[src/sv/median_sweep_nearest_target_defines.svh]
// Assertion macros shared by the RTL of the nearest-target sweep filter.
`ifndef MEDIAN_SWEEP_NEAREST_TARGET_DEFINES_SVH
`define MEDIAN_SWEEP_NEAREST_TARGET_DEFINES_SVH

// Same-cycle implication, checked on every rising clock edge out of reset.
`define MSNT_ASSERT_NOW(label, ante, cons, msg) \
  label: assert property (@(posedge clk) disable iff (!rst_n) (ante) |-> (cons)) \
    else $error(msg);

// Next-cycle implication, checked on every rising clock edge out of reset.
`define MSNT_ASSERT_NEXT(label, ante, cons, msg) \
  label: assert property (@(posedge clk) disable iff (!rst_n) (ante) |=> (cons)) \
    else $error(msg);

`endif

[src/sv/msnt_pkg.sv]
// Package with shared types, widths and constants of the nearest-target sweep filter.
`default_nettype none
package msnt_pkg;

  localparam int DIST_W        = 16;
  localparam int ANGLE_W       = 8;
  localparam int CENTER_W      = 8;
  localparam int SPAN_W        = 7;
  localparam int CFG_IDX_W     = 2;
  localparam int CFG_DATA_W    = 8;
  localparam int SAMPLES_DEF   = 5;
  localparam int POSITIONS_DEF = 9;

  // 3000 cm expressed in 1/16 cm.
  localparam logic [DIST_W-1:0] FAR_LIMIT = 16'd48000;

  localparam logic [CENTER_W-1:0] CENTER_RESET = 8'd85;
  localparam logic [SPAN_W-1:0]   SPAN_RESET   = 7'd85;

  localparam logic [CFG_IDX_W-1:0] REG_CENTER_ANGLE    = 2'd0;
  localparam logic [CFG_IDX_W-1:0] REG_SWEEP_HALF_SPAN = 2'd1;

  typedef struct packed {
    logic [CENTER_W-1:0] center;
    logic [SPAN_W-1:0]   span;
  } sweep_cfg_t;

endpackage
`default_nettype wire

[src/sv/median_sweep_nearest_target.sv]
// Nearest-target sweep filter: per-position median over a sweep, least median and its angle.
//
// Input beats on in_distance_sample (1/16 cm) are taken at any edge with in_valid high
// and in_stall low. Every SAMPLES beats form one sweep position; the samples are sorted
// as they arrive in a chain of SAMPLES cells, one cell per stored sample, and the
// middle cell gives the position's median. One beat is taken per cycle within a sweep.
// After the last sample of a position, the median and the position's angle go through
// a three-stage pipeline (median capture, angle multiply, compare and update).
// After POSITIONS positions one result beat appears on out_nearest_distance and
// out_nearest_angle, registered from the compare and update stage. From the last
// input beat until the result beat is taken, in_stall stays high; a receiver that
// holds out_stall high keeps the result in the output register and the input side
// waits with it.
// Configuration: cfg_index 0 is the center angle, 1 is the sweep half span; cfg_ready is
// always high and other indexes are ignored. A write applies from the next completed
// position.
// Synchronous reset (rst_n low) empties the sample chain, clears the counters, sets the
// best distance to 3000 cm and the best angle to 0 and restores register defaults.
`default_nettype none
module median_sweep_nearest_target
  import msnt_pkg::*;
#(
  parameter int SAMPLES   = SAMPLES_DEF,
  parameter int POSITIONS = POSITIONS_DEF
)(
  input  wire logic                  clk,
  input  wire logic                  rst_n,
  input  wire logic                  in_valid,
  output logic                       in_stall,
  input  wire logic [DIST_W-1:0]     in_distance_sample,
  output logic                       out_valid,
  input  wire logic                  out_stall,
  output logic [DIST_W-1:0]          out_nearest_distance,
  output logic [ANGLE_W-1:0]         out_nearest_angle,
  input  wire logic                  cfg_valid,
  output logic                       cfg_ready,
  input  wire logic [CFG_IDX_W-1:0]  cfg_index,
  input  wire logic [CFG_DATA_W-1:0] cfg_data
);

`include "median_sweep_nearest_target_defines.svh"

  localparam int CNT_W = (SAMPLES > 1) ? $clog2(SAMPLES) : 1;
  localparam int POS_W = $clog2(POSITIONS);
  localparam int MID   = SAMPLES / 2;
  localparam logic [CNT_W-1:0] CNT_LAST = CNT_W'(SAMPLES - 1);
  localparam logic [POS_W-1:0] POS_LAST = POS_W'(POSITIONS - 1);

  sweep_cfg_t          cfg_r;
  sweep_cfg_t          cfg_nxt;
  logic [CNT_W-1:0]    cnt_r;
  logic [CNT_W-1:0]    cnt_nxt;
  logic [POS_W-1:0]    pos_r;
  logic [POS_W-1:0]    pos_nxt;
  logic                done_r;
  logic                done_last_r;
  logic [POS_W-1:0]    done_pos_r;
  logic                v1_r;
  logic                last1_r;
  logic [DIST_W-1:0]   med1_r;
  logic                v2_r;
  logic                last2_r;
  logic [DIST_W-1:0]   med2_r;
  logic [DIST_W-1:0]   best_dist_r;
  logic [DIST_W-1:0]   best_dist_nxt;
  logic [ANGLE_W-1:0]  best_angle_r;
  logic [ANGLE_W-1:0]  best_angle_nxt;
  logic                out_valid_r;
  logic                out_valid_nxt;
  logic [DIST_W-1:0]   out_dist_r;
  logic [ANGLE_W-1:0]  out_angle_r;
  logic                in_take;
  logic                group_end;
  logic                new_best;
  logic [ANGLE_W-1:0]  pos_angle;

  logic [DIST_W-1:0]   cell_val [SAMPLES];
  logic [SAMPLES-1:0]  cell_gt;

  assign cfg_ready = 1'b1;
  assign in_take   = in_valid && !in_stall;
  assign group_end = in_take && (cnt_r == CNT_LAST);

  // Hold input off from the last beat of a sweep until its result has been taken.
  assign in_stall = out_valid_r || (done_r && done_last_r) || (v1_r && last1_r)
                 || (v2_r && last2_r);

  for (genvar i = 0; i < SAMPLES; i++) begin : g_cell
    logic occ;
    assign occ = cnt_r > CNT_W'(i);
    if (i == 0) begin : g_head
      msnt_cell u_cell (
        .clk      (clk),
        .ins_en   (in_take),
        .sample   (in_distance_sample),
        .occupied (occ),
        .left_gt  (1'b0),
        .left_val (in_distance_sample),
        .gt       (cell_gt[i]),
        .val      (cell_val[i])
      );
    end else begin : g_body
      msnt_cell u_cell (
        .clk      (clk),
        .ins_en   (in_take),
        .sample   (in_distance_sample),
        .occupied (occ),
        .left_gt  (cell_gt[i-1]),
        .left_val (cell_val[i-1]),
        .gt       (cell_gt[i]),
        .val      (cell_val[i])
      );
    end
  end

  msnt_angle #(
    .POSITIONS (POSITIONS)
  ) u_angle (
    .clk   (clk),
    .load  (done_r),
    .pos   (done_pos_r),
    .cfg   (cfg_r),
    .angle (pos_angle)
  );

  always_comb begin
    cfg_nxt = cfg_r;
    if (cfg_valid && cfg_ready) begin
      unique case (cfg_index)
        REG_CENTER_ANGLE:    cfg_nxt.center = cfg_data;
        REG_SWEEP_HALF_SPAN: cfg_nxt.span   = cfg_data[SPAN_W-1:0];
        default: begin
        end
      endcase
    end
  end

  always_comb begin
    cnt_nxt = cnt_r;
    pos_nxt = pos_r;
    if (in_take) begin
      cnt_nxt = group_end ? '0 : cnt_r + 1'b1;
    end
    if (group_end) begin
      pos_nxt = (pos_r == POS_LAST) ? '0 : pos_r + 1'b1;
    end
  end

  // A median equal to the best so far also wins, so ties go to the later position.
  assign new_best = best_dist_r >= med2_r;

  always_comb begin
    best_dist_nxt  = best_dist_r;
    best_angle_nxt = best_angle_r;
    out_valid_nxt  = out_valid_r && out_stall;
    if (v2_r) begin
      if (new_best) begin
        best_dist_nxt  = med2_r;
        best_angle_nxt = pos_angle;
      end
      if (last2_r) begin
        out_valid_nxt = 1'b1;
        best_dist_nxt = FAR_LIMIT;
      end
    end
  end

  always_ff @(posedge clk) begin
    if (!rst_n) begin
      cfg_r.center <= CENTER_RESET;
      cfg_r.span   <= SPAN_RESET;
      cnt_r        <= '0;
      pos_r        <= '0;
      done_r       <= 1'b0;
      v1_r         <= 1'b0;
      v2_r         <= 1'b0;
      best_dist_r  <= FAR_LIMIT;
      best_angle_r <= '0;
      out_valid_r  <= 1'b0;
    end else begin
      cfg_r        <= cfg_nxt;
      cnt_r        <= cnt_nxt;
      pos_r        <= pos_nxt;
      done_r       <= group_end;
      v1_r         <= done_r;
      v2_r         <= v1_r;
      best_dist_r  <= best_dist_nxt;
      best_angle_r <= best_angle_nxt;
      out_valid_r  <= out_valid_nxt;
    end
  end

  always_ff @(posedge clk) begin
    if (group_end) begin
      done_pos_r  <= pos_r;
      done_last_r <= pos_r == POS_LAST;
    end
    if (done_r) begin
      med1_r  <= cell_val[MID];
      last1_r <= done_last_r;
    end
    med2_r  <= med1_r;
    last2_r <= last1_r;
    if (v2_r && last2_r) begin
      out_dist_r  <= new_best ? med2_r : best_dist_r;
      out_angle_r <= new_best ? pos_angle : best_angle_r;
    end
  end

  assign out_valid            = out_valid_r;
  assign out_nearest_distance = out_dist_r;
  assign out_nearest_angle    = out_angle_r;

  `MSNT_ASSERT_NOW(a_result_blocks_input, out_valid_r, in_stall,
    "input taken while a result beat waits")
  `MSNT_ASSERT_NOW(a_count_in_range, 1'b1, cnt_r <= CNT_LAST,
    "sample count beyond the group size")
  `MSNT_ASSERT_NEXT(a_group_end_flags_median, group_end, done_r && (cnt_r == '0),
    "completed group did not start the median stage")
  `MSNT_ASSERT_NEXT(a_sweep_end_gives_result, v2_r && last2_r, out_valid_r,
    "end of sweep produced no result beat")

endmodule
`default_nettype wire

[src/sv/msnt_cell.sv]
// One cell of the insertion chain that keeps the current position's samples sorted.
`default_nettype none
module msnt_cell
  import msnt_pkg::*;
(
  input  wire logic              clk,
  input  wire logic              ins_en,
  input  wire logic [DIST_W-1:0] sample,
  input  wire logic              occupied,
  input  wire logic              left_gt,
  input  wire logic [DIST_W-1:0] left_val,
  output logic                   gt,
  output logic [DIST_W-1:0]      val
);

  logic [DIST_W-1:0] val_r;
  logic [DIST_W-1:0] val_nxt;

  // An empty cell counts as larger than any sample.
  assign gt  = !occupied || (val_r > sample);
  assign val = val_r;

  always_comb begin
    val_nxt = val_r;
    if (ins_en && gt) begin
      val_nxt = left_gt ? left_val : sample;
    end
  end

  always_ff @(posedge clk) begin
    val_r <= val_nxt;
  end

endmodule
`default_nettype wire

[src/sv/msnt_angle.sv]
// Angle unit: servo angle of a sweep position over two pipeline stages.
`default_nettype none
module msnt_angle
  import msnt_pkg::*;
#(
  parameter int POSITIONS = POSITIONS_DEF
)(
  input  wire logic                         clk,
  input  wire logic                         load,
  input  wire logic [$clog2(POSITIONS)-1:0] pos,
  input  wire sweep_cfg_t                   cfg,
  output logic [ANGLE_W-1:0]                angle
);

  localparam int POS_W  = $clog2(POSITIONS);
  localparam int N_W    = POS_W + SPAN_W + 1;
  localparam int SH     = N_W + $clog2(POSITIONS);
  localparam int PROD_W = N_W + SH + 1;
  // Rounded-up reciprocal of POSITIONS-1; exact quotient for every n below 2**N_W.
  localparam logic [SH:0] RECIP = (SH+1)'(((2 ** SH) + POSITIONS - 2) / (POSITIONS - 1));

  logic [N_W-1:0]      n_r;
  sweep_cfg_t          cfg_a_r;
  sweep_cfg_t          cfg_b_r;
  logic [ANGLE_W-1:0]  q_r;
  logic [PROD_W-1:0]   prod;
  logic signed [10:0]  sum;

  assign prod = PROD_W'(n_r) * PROD_W'(RECIP);

  always_ff @(posedge clk) begin
    if (load) begin
      n_r     <= N_W'({pos, 1'b0}) * N_W'(cfg.span);
      cfg_a_r <= cfg;
    end
    q_r     <= prod[SH +: ANGLE_W];
    cfg_b_r <= cfg_a_r;
  end

  always_comb begin
    sum = $signed({3'b000, cfg_b_r.center}) - $signed({4'b0000, cfg_b_r.span})
        + $signed({3'b000, q_r});
    if (sum < 0) begin
      angle = '0;
    end else if (sum > 11'sd255) begin
      angle = '1;
    end else begin
      angle = sum[ANGLE_W-1:0];
    end
  end

endmodule
`default_nettype wire

[config.mk]
export PLATFORM = sky130hd
export DESIGN_NAME = median_sweep_nearest_target
export DESIGN_NICKNAME = d
export VERILOG_FILES = /design/src/sv/msnt_pkg.sv /design/src/sv/median_sweep_nearest_target.sv /design/src/sv/msnt_cell.sv /design/src/sv/msnt_angle.sv
export VERILOG_INCLUDE_DIRS = /design/src /design/src/sv
export SDC_FILE = /design/constraint.sdc
export NUM_CORES = 1
export LEC_CHECK = 0
export CAP_MARGIN = 20
export CORE_MARGIN = 5
export CORE_UTILIZATION = 55
export DETAILED_ROUTE_END_ITERATION = 10
export DONT_BUFFER_PORTS = 1
export PLACE_DENSITY_LB_ADDON = 0.25
export SYNTH_ARGS = -nofsm -noshare
export SYNTH_HDL_FRONTEND = slang
export SYNTH_SLANG_ARGS = --single-unit
[constraint.sdc]
create_clock -name clk -period 4.1 [get_ports clk]
set_input_delay 0.615 -clock clk [delete_from_list [all_inputs] [get_ports clk]]
set_output_delay 0.615 -clock clk [all_outputs]
set_load 0.005 [all_outputs]
* Word-level counts from Yosys, hierarchy flattened
Cells that the tools add are included.
** Word-level totals
- Bits of input ports :: 31
- Bits in writable memories :: 0
- Latch bits :: 0
- Register bits :: 209
- Memory bits (read-only) :: 0
- Word-level logic and storage cells :: 77
- Memories :: 0
- Output and inout bits :: 27
** Operators by class
- Reduce and logical (&&, ||, !) cells :: 22
- Equal/unequal tests :: 3
- Add/sub/neg operators :: 4
- Shifts and indexed selects :: 0
- Bitwise logic cells :: 0
- $mul :: 1
- Multiplexer cells :: 11
- Order comparisons :: 9
- Div/mod/pow operators :: 0
** Operator list (count)
- $mux W16 :: 4
- $gt A16 B16 Y1 :: 3
- $mux W8 :: 3
- $ge A16 B16 Y1 :: 1
- $gt A11 B9 Y1 const B :: 1
- $lt A11 B1 Y1 const B :: 1
- $add A9 B9 Y10 :: 1
- $mul A4 B7 Y10 :: 1
- $logic_and A1 B1 Y1 :: 9
- $sub A8 B7 Y9 :: 1
- $gt A3 B1 Y1 const B :: 2
- $logic_or A1 B1 Y1 :: 6
- $add A4 B1 Y4 const B :: 1
- $eq A4 B4 Y1 const B :: 1
- $logic_not A1 Y1 :: 4
- $mux W4 :: 1
- $reduce_and A2 Y1 :: 2
- $add A3 B1 Y3 const B :: 1
- $eq A3 B3 Y1 const B :: 1
- $gt A3 B2 Y1 const B :: 1
- $mux W3 :: 1
- $eq A2 B1 Y1 const B :: 1
- $logic_not A2 Y1 :: 1
- $mux W1 :: 2

* Depth between registers and ports, before layout
Gate-level depths: netlist of the first run.
- Depth after elaboration :: 8
- Mapped depth :: 15
- Mapped depth without buffers :: 15

* By module
From an unflattened synthesis of the first run, not the netlist that was laid out.
** Second synthesis, totals
- Cell total of the unflattened synthesis :: 925
- Area, all modules :: 10349.9 µm²
** Modules (own cells, without submodules)
- median_sweep_nearest_target :: cells an instance 363, instances 1, seq. area each 2722.6 µm², area an instance 4498.1 µm²
- msnt_cell :: cells an instance 110, instances 3, seq. area each 480.5 µm², area an instance 1093.5 µm²
- msnt_angle :: cells an instance 232, instances 1, seq. area each 1151.1 µm², area an instance 2571.2 µm²

* Least setup slack after synthesis of the first run
OpenSTA, ideal clock, no wires.
- Kind :: input to register
- From :: input port in_distance_sample[1]
- To :: register g_cell[2].g_body.u_cell.val_r[0] (enable)
- Stages :: 8
- Arrival time :: 2.829 ns
- Setup slack :: 0.851 ns
- Data required time :: 3.681 ns
- Setup time :: 0.419 ns
- Path buffers :: 0
- Cells stage by stage :: inv_1 > ha_1 > nor2b_1 > o21a_1 > o211ai_1 > nand3_1 > o211ai_1 > a311oi_1
** On the way
- Word-level cells in the longest chain between the ends :: 3
** RTL lines
- start, declared :: line median_sweep_nearest_target.sv:30 : input wire logic [DIST_W-1:0] in_distance_sample,
- $gt A16 B16 Y1 :: line msnt_cell.sv:20 : assign gt = !occupied || (val_r > sample);
- $logic_or A1 B1 Y1 :: line msnt_cell.sv:20
- $logic_and A1 B1 Y1 :: line msnt_cell.sv:25 : if (ins_en && gt) begin
- end signal, assigned :: line msnt_cell.sv:31 : val_r <= val_nxt;
- end, declared :: line msnt_cell.sv:16 : logic [DIST_W-1:0] val_r;
Every way passes these cells.
A chain may end at the register's enable or synchronous reset.

* Final worst setup path of the first run
- From :: register u_angle.cfg_b_r[1] (netlist name)
- To :: register out_angle_r[3] (netlist: out_nearest_angle[3]), data pin
** On the way
- Word-level cells in the longest chain between the ends :: 6
- Elaborated cells on any way between the ends :: 7
- Those cells by class :: 2 x add/sub; 2 x order compare; 3 x mux
** RTL lines
- start, declared :: line msnt_angle.sv:24 : sweep_cfg_t cfg_b_r;
- start signal, assigned :: line msnt_angle.sv:37 : cfg_b_r <= cfg_a_r;
- $sub A8 B7 Y9 (*) :: line msnt_angle.sv:41 : sum = $signed({3'b000, cfg_b_r.center}) - $signed({4'b0000, cfg_b_r.span})
- $add A9 B9 Y10 (*) :: line msnt_angle.sv:42 : + $signed({3'b000, q_r});
- $gt A11 B9 Y1 :: line msnt_angle.sv:45 : end else if (sum > 11'sd255) begin
- $mux W8 :: line msnt_angle.sv:45
- $mux W8 (*) :: line msnt_angle.sv:43 : if (sum < 0) begin
- $mux W8 (*)
- end signal, assigned :: line median_sweep_nearest_target.sv:206 : out_angle_r <= new_best ? pos_angle : best_angle_r;
- end, declared :: line median_sweep_nearest_target.sv:71 : logic [ANGLE_W-1:0] out_angle_r;
Every way passes the cells marked *; elsewhere a longest branch is shown, timed or not.

==> results of run 1 <==
[layout make-up]
| type | count | area (um^2) | share of cell area |
|---|---|---|---|
| timing repair buffer | 6 | 52.6 | 0.00483 |
| inverter | 74 | 278 | 0.0255 |
| tap | 229 | 287 | 0.0263 |
| clock buffer | 30 | 632 | 0.0581 |
| clock inverter | 12 | 98.8 | 0.00909 |
| multi-input combinational | 539 | 4210 | 0.387 |
| sequential | 207 | 5320 | 0.489 |
[cell usage in the layout (no fill, tap or decap), types with 16 or more instances in the layout]
| cell | instances |
|---|---|
| a21oi_1 | 28 |
| clkbuf_16 | 23 |
| dfxtp_1 | 89 |
| edfxtp_1 | 117 |
| ha_1 | 98 |
| inv_1 | 74 |
| mux2_2 | 23 |
| mux2i_1 | 16 |
| nand2_1 | 95 |
| nor2_1 | 38 |
| o21ai_0 | 43 |
[report_power, final]
group          internal (W)  switching [W]
clock network       0.00116       0.000800
logic              0.000250       0.000266
registers           0.00231      0.0000568
total               0.00372        0.00112
[metrics by stage]
| step | setup WS (ps) | hold slack, ps | utilization | power (W) |
|---|---|---|---|---|
| final | 668 | 177 | 0.610 | 0.00484 |
| after global routing | 329 | 150 | 0.610 | 0.00505 |
| after CTS | 657 | 145 | 0.609 | 0.00489 |
| after detailed placement | 681 | 327 | 0.568 | 0.00292 |
| after global placement | 860 | 327 | 0.568 | 0.00289 |
| after floorplan | 851 | 323 | - | 0.00279 |
[worst reg2reg max path, cell delays in order, from the launching register on]
cell and delay (ps):
dfxtp_1 370, inv_1 60, ha_1 290, nor2b_1 130, o21ai_0 230, a21boi_0 160, o21ai_0 210, and2_1 170
xnor2_1 120, ha_1 280, o21a_1 190, o21ai_0 170, a21oi_1 60, o21a_1 270, nor3_1 360, o21ai_1 110
[layer usage]
| layer | wire length [um] | track usage | up-vias |
|---|---|---|---|
| li1 | - | - | 3050 |
| met1 | 8420 | 0.239 | 2914 |
| met2 | 8870 | 0.314 | 130 |
| met3 | 997 | 0.0437 | 33 |
| met4 | 406 | 0.0545 | 0 |
| met5 | 0 | 0 | - |
[kinds of logic (layout without fill, tap and decap cells)]
kind of cell,count (synthesis),in the layout
flip-flops,207,207
AO/OA/AOI/OAI,158,158
AND/OR/NAND/NOR,204,204
adder cells (fa/ha/maj),110,110
other,1,1
XOR/XNOR,18,18
buffers and inverters,95,122
multiplexers,48,48
[worst min path at each step]
stage                           end  slack, ps  cells past startpoint
final                      cfg_r[6]        180                      1
after floorplan           med2_r[0]        320                      0
after global placement    med2_r[8]        330                      0
after detailed placement  med2_r[0]        330                      0
after global routing       cfg_r[6]        150                      1
after CTS                  cfg_r[6]        140                      1
[registers in the layout (all words and copies together), names as in the netlist, 3 cells and up]
signal                    count
done_pos_r                    4
u_angle.q_r                   8
out_nearest_distance         16
best_dist_r                  16
g_cell.g_body.u_cell.val     32
u_angle.cfg_b_r              15
med1_r                       16
best_angle_r                  8
g_cell.g_head.u_cell.val     16
med2_r                       16
u_angle.n_r                   8
u_angle.cfg_a_r              15
cnt_r                         3
cfg_r                        15
pos_r                         4
out_nearest_angle             8
==> impl_metrics.ini, run 1 <==
[place]
dp_hpwl_mm = 14.0
placed_area_mm2 = 0.0101
numPlacedInstances = 1054
gp_congestion = 0.908
portBuffers = 0

[worst_setup_path]
cp-endpoint = out_nearest_angle[3]
startpoint = u_angle.cfg_b_r[1]
critical_path_depth = 15
worstPathMaxFanout = 8
critical_path.reg2reg.endpoint = out_nearest_angle[3]
slowest_delay_ps = 370
crit_type = register to register
cpMaxStageDelayCell = dfxtp_1
cp.arrival_ps = 3680
reg2regPathDepth = 15
cp-end-kind = register
startpoint_type = register
cp.required_ps = 4350
crit_family = compound AO/OA/AOI/OAI gates
path_cells = inv_1 > ha_1 > nor2b_1 > o21ai_0 > a21boi_0 > o21ai_0 > and2_1 > xnor2_1 > ha_1 > o21a_1 > o21ai_0 > a21oi_1 > o21a_1 > nor3_1 > o21ai_1
critPathBufInv = 1
r2r-start = u_angle.cfg_b_r[1]
r2r_setup_slack_ps = 670
critPathMostFrequentCell = o21ai_0

[timing]
setup_viol = 0
max_clock_freq_ghz = 0.291
fin_skew_ps = 24.1
finalHoldViolations = 0
period_share = 0.837
drv_slew = 0
rsz0062_at_grt = no
worst_pin_slew_ps = 1030
post-route-min-period_ps = 3430
fin_setup_tns_ps = 0
relSlewSlack = 0.312

[synthesis]
synth_mux_area_frac = 0.0560
synth_flop_cell = edfxtp_1
syn_inst = 841
ys_top_cells_by_count = edfxtp_1, ha_1, nand2_1, dfxtp_1, inv_1
synth_top_cell_by_area = edfxtp_1
async_flop_share = 0
yosys.area_share.adder = 0.148
yosysWarnings = 0
synth_top_family_by_area = adder cells
synth.distinct_cells = 56
synth-simple-area-share = 0.0953
ys_top_cells_by_area = edfxtp_1, dfxtp_1, ha_1
ys_seq_area_frac = 0.537
yosys.cell_count.top_type = edfxtp_1
syn_avg_cell_area_um2 = 11.8
synth-seq-cells = 207
synth_top_area_share = 0.355
syn_area_mm2 = 0.00990
synth-compound-area-share = 0.108
synth_fp_nets = 982
post_synth_xor_area_fraction = 0.0159
synth-edff-count = 117

[clock_network]
h-tree-depth = 1
cts_tree = built
post_cts_buffers = 0
ctsRootBufferMaster = clkbuf_16
cts-resized-gates = 0
cts.sinks = 207
clockBufferDepth = 3
cts-buffers-inserted = 23
clk_pin_slew_ps = 60
clk-insertion-delay-late_ps = 510
postCtsHoldBufs = 0

[routing]
routed_via_density = 5.59
wl_per_cell_um = 17.0
ant_nets = 0
drc = 0
wl_mm = 18.7
drt_iter0_drc = 316
vias = 6127
first_pass_iters = 4

[layout]
stdcell_count = 1097
layout-drive-gt1-share = 0.100
syn2layout_area_growth_pct = 9.89
finish.net_count = 992
nFillCells = 1400
stdcell_area_mm2 = 0.0109
diodes = 0

[floorplan]
dieArea_mm2 = 0.0208
die_w_um = 144
rows = 49
die_h_um = 144
io_pins = 58
start_util = 0.555
core_region_area_mm2 = 0.0178

[power]
p_per_area_mw_per_mm2 = 445
leakagePower_nw = 4.46
max-vdd-ir-drop_v = 0.000422

[grt]
grt_max_degree = 43
overflow = 0
grt_pass1_wl_mm = 31.3
grt_pass1_vias = 6417
grt_antenna_before_repair = 0
track_usage = 0.186

[hold_path]
min_from = rst_n
hp-class = input port to register

[job]
cap_violations = 0

[outcome]
status = finished clean
Power figures use the tool's default switching activity.
==> inputs of run 2 (changes only) <==
clock period = 3.4 ns   (was 4.1 ns; I/O delays follow)
==> impl_metrics.ini, run 2 (same netlist as run 1, synthesis figures left out) <==
[timing]
post-route-min-period_ps = 3230
worst_pin_slew_ps = 991
period_share = 0.950
fin_skew_ps = 13.9
drv_slew = 0
relSlewSlack = 0.337
fin_setup_tns_ps = 0
setup_viol = 0
max_clock_freq_ghz = 0.310
finalHoldViolations = 0

[worst_setup_path]
startpoint = done_pos_r[1]
cp.arrival_ps = 3460
crit_type = register to register
worstPathMaxFanout = 6
r2r_setup_slack_ps = 170
startpoint_type = register
r2r-start = done_pos_r[1]
cp.required_ps = 3630
critical_path.reg2reg.endpoint = u_angle.n_r[10]
reg2regPathDepth = 11
cp-end-kind = register
cp-endpoint = u_angle.n_r[10]

[power]
p_switching_w = 0.00134
leakagePower_nw = 4.50
total_power_w = 0.00576
intPower_w = 0.00442
netSwitchingFraction = 0.232
clkPwrFrac = 0.397
max-vdd-ir-drop_v = 0.000414
combPwrFrac = 0.109
p_per_area_mw_per_mm2 = 525
p_seq_frac = 0.493

[place]
dp_hpwl_mm = 13.8
gp_congestion = 0.833
portBuffers = 0

[hold_path]
hp-class = input port to register
min_from = rst_n

[floorplan]
rows = 49
start_util = 0.555
io_pins = 58
die_h_um = 144
die_w_um = 144
core_region_area_mm2 = 0.0178
dieArea_mm2 = 0.0208

[routing]
routed_via_density = 5.62
wl_per_cell_um = 16.9
wl_mm = 18.6
ant_nets = 0
first_pass_iters = 5
drt_iter0_drc = 493
vias = 6169
drc = 0

[clock_network]
clk_pin_slew_ps = 60
cts-buffers-inserted = 22
h-tree-depth = 1
clk-insertion-delay-late_ps = 510
ctsRootBufferMaster = clkbuf_16
cts_tree = built
cts.sinks = 207
clockBufferDepth = 3

[grt]
grt_pass1_wl_mm = 31.3
grt_max_degree = 42
overflow = 0
grt_pass1_vias = 6470
track_usage = 0.185
grt_antenna_before_repair = 0

[layout]
layout-drive-gt1-share = 0.114
finish.net_count = 994
syn2layout_area_growth_pct = 10.9
nFillCells = 1338
final_common_cell = edfxtp_1
largest_register_ffs = 32
final_cell_mix = edfxtp_1, ha_1, nand2_1, dfxtp_1, inv_1
diodes = 0
seq_area_mm2 = 0.00532
multiInputGateArea_mm2 = 0.00429

[outcome]
status = finished clean

[job]
cap_violations = 0
==> run 2: changes by cell type in the layout (fill, tap and decap cells not counted), sizes merged <==
cell | previous run | this run
clkinv | 8 | 6
clkinvlp | 1 | 0
bufinv | 1 | 0
inv | 76 | 77
buf | 6 | 9
clkbuf | 30 | 31
==> run 2: routing by layer <==
| layer | up-vias | part of all wire | GRT usage |
|---|---|---|---|
| met2 | 150 | 0.47 | 0.314 |
| li1 | 3056 | - | - |
| met4 | 0 | 0.023 | 0.0466 |
| met5 | - | 0 | 0 |
| met1 | 2930 | 0.46 | 0.244 |
| met3 | 33 | 0.052 | 0.0390 |
==> run 2: power by group through the flow <==
| stage | Combinational [W] | Sequential [W] | Clock [W] |
|---|---|---|---|
| finish | 0.000629 | 0.00284 | 0.00229 |
| floorplan | 0.000492 | 0.00287 | 0 |
| global route | 0.000707 | 0.00285 | 0.00245 |
| CTS | 0.000626 | 0.00284 | 0.00233 |
| detailed placement | 0.000619 | 0.00290 | 0 |
| global placement | 0.000589 | 0.00289 | 0 |
==> run 2: repair_timing <==
| action | 4_1_cts | 5_1_grt |
|---|---|---|
| pin swaps | 0 | 1 |
| endpoints found under the setup margin | 1 | 17 |
| resized for setup | 1 | 17 |
| hold endpoints to repair | 0 | 0 |
| setup buffers | 0 | 2 |
| hold buffers | 0 | 0 |
==> run 2: per-stage QoR <==
stage,hold WS (ps),cell area (um^2),std cells,utilization,setup slack [ps]
global placement,326,10100,1055,0.568,176
global route,68.2,11000,1098,0.615,-42.8
floorplan,323,9900,841,-,256
CTS,66.8,10900,1096,0.610,10.3
detailed placement,327,10200,1056,0.570,-1.70
finish,84.5,11000,1098,0.615,170
==> run 2: worst min-delay path by stage <==
stage | endpoint | slack (ps) | depth (start not counted)
final | cfg_r[6] | 80 | 1
after global routing | cfg_r[11] | 70 | 1
after CTS | cfg_r[11] | 70 | 1
after detailed placement | med2_r[12] | 330 | 0
after global placement | med2_r[7] | 330 | 0
after floorplan | med2_r[0] | 320 | 0
==> run 2: cell type report <==
type | instances | area share
Timing Repair Buffer | 9 | 0.00912
Clock buffer | 31 | 0.0590
Tap cell | 229 | 0.0261
Multi-Input combinational cell | 539 | 0.391
Clock inverter | 9 | 0.00513
Inverter | 74 | 0.0253
Sequential cell | 207 | 0.484
==> run 2: critical path, cell delays in order (launching register included) <==
cell and delay (ps):
edfxtp_1 460, nand2_1 140, fa_1 440, fa_1 540, inv_1 70, ha_1 300, a21o_1 190, a21oi_2 170
nor2b_1 60, o21a_1 210, o41ai_4 240, xnor2_1 150
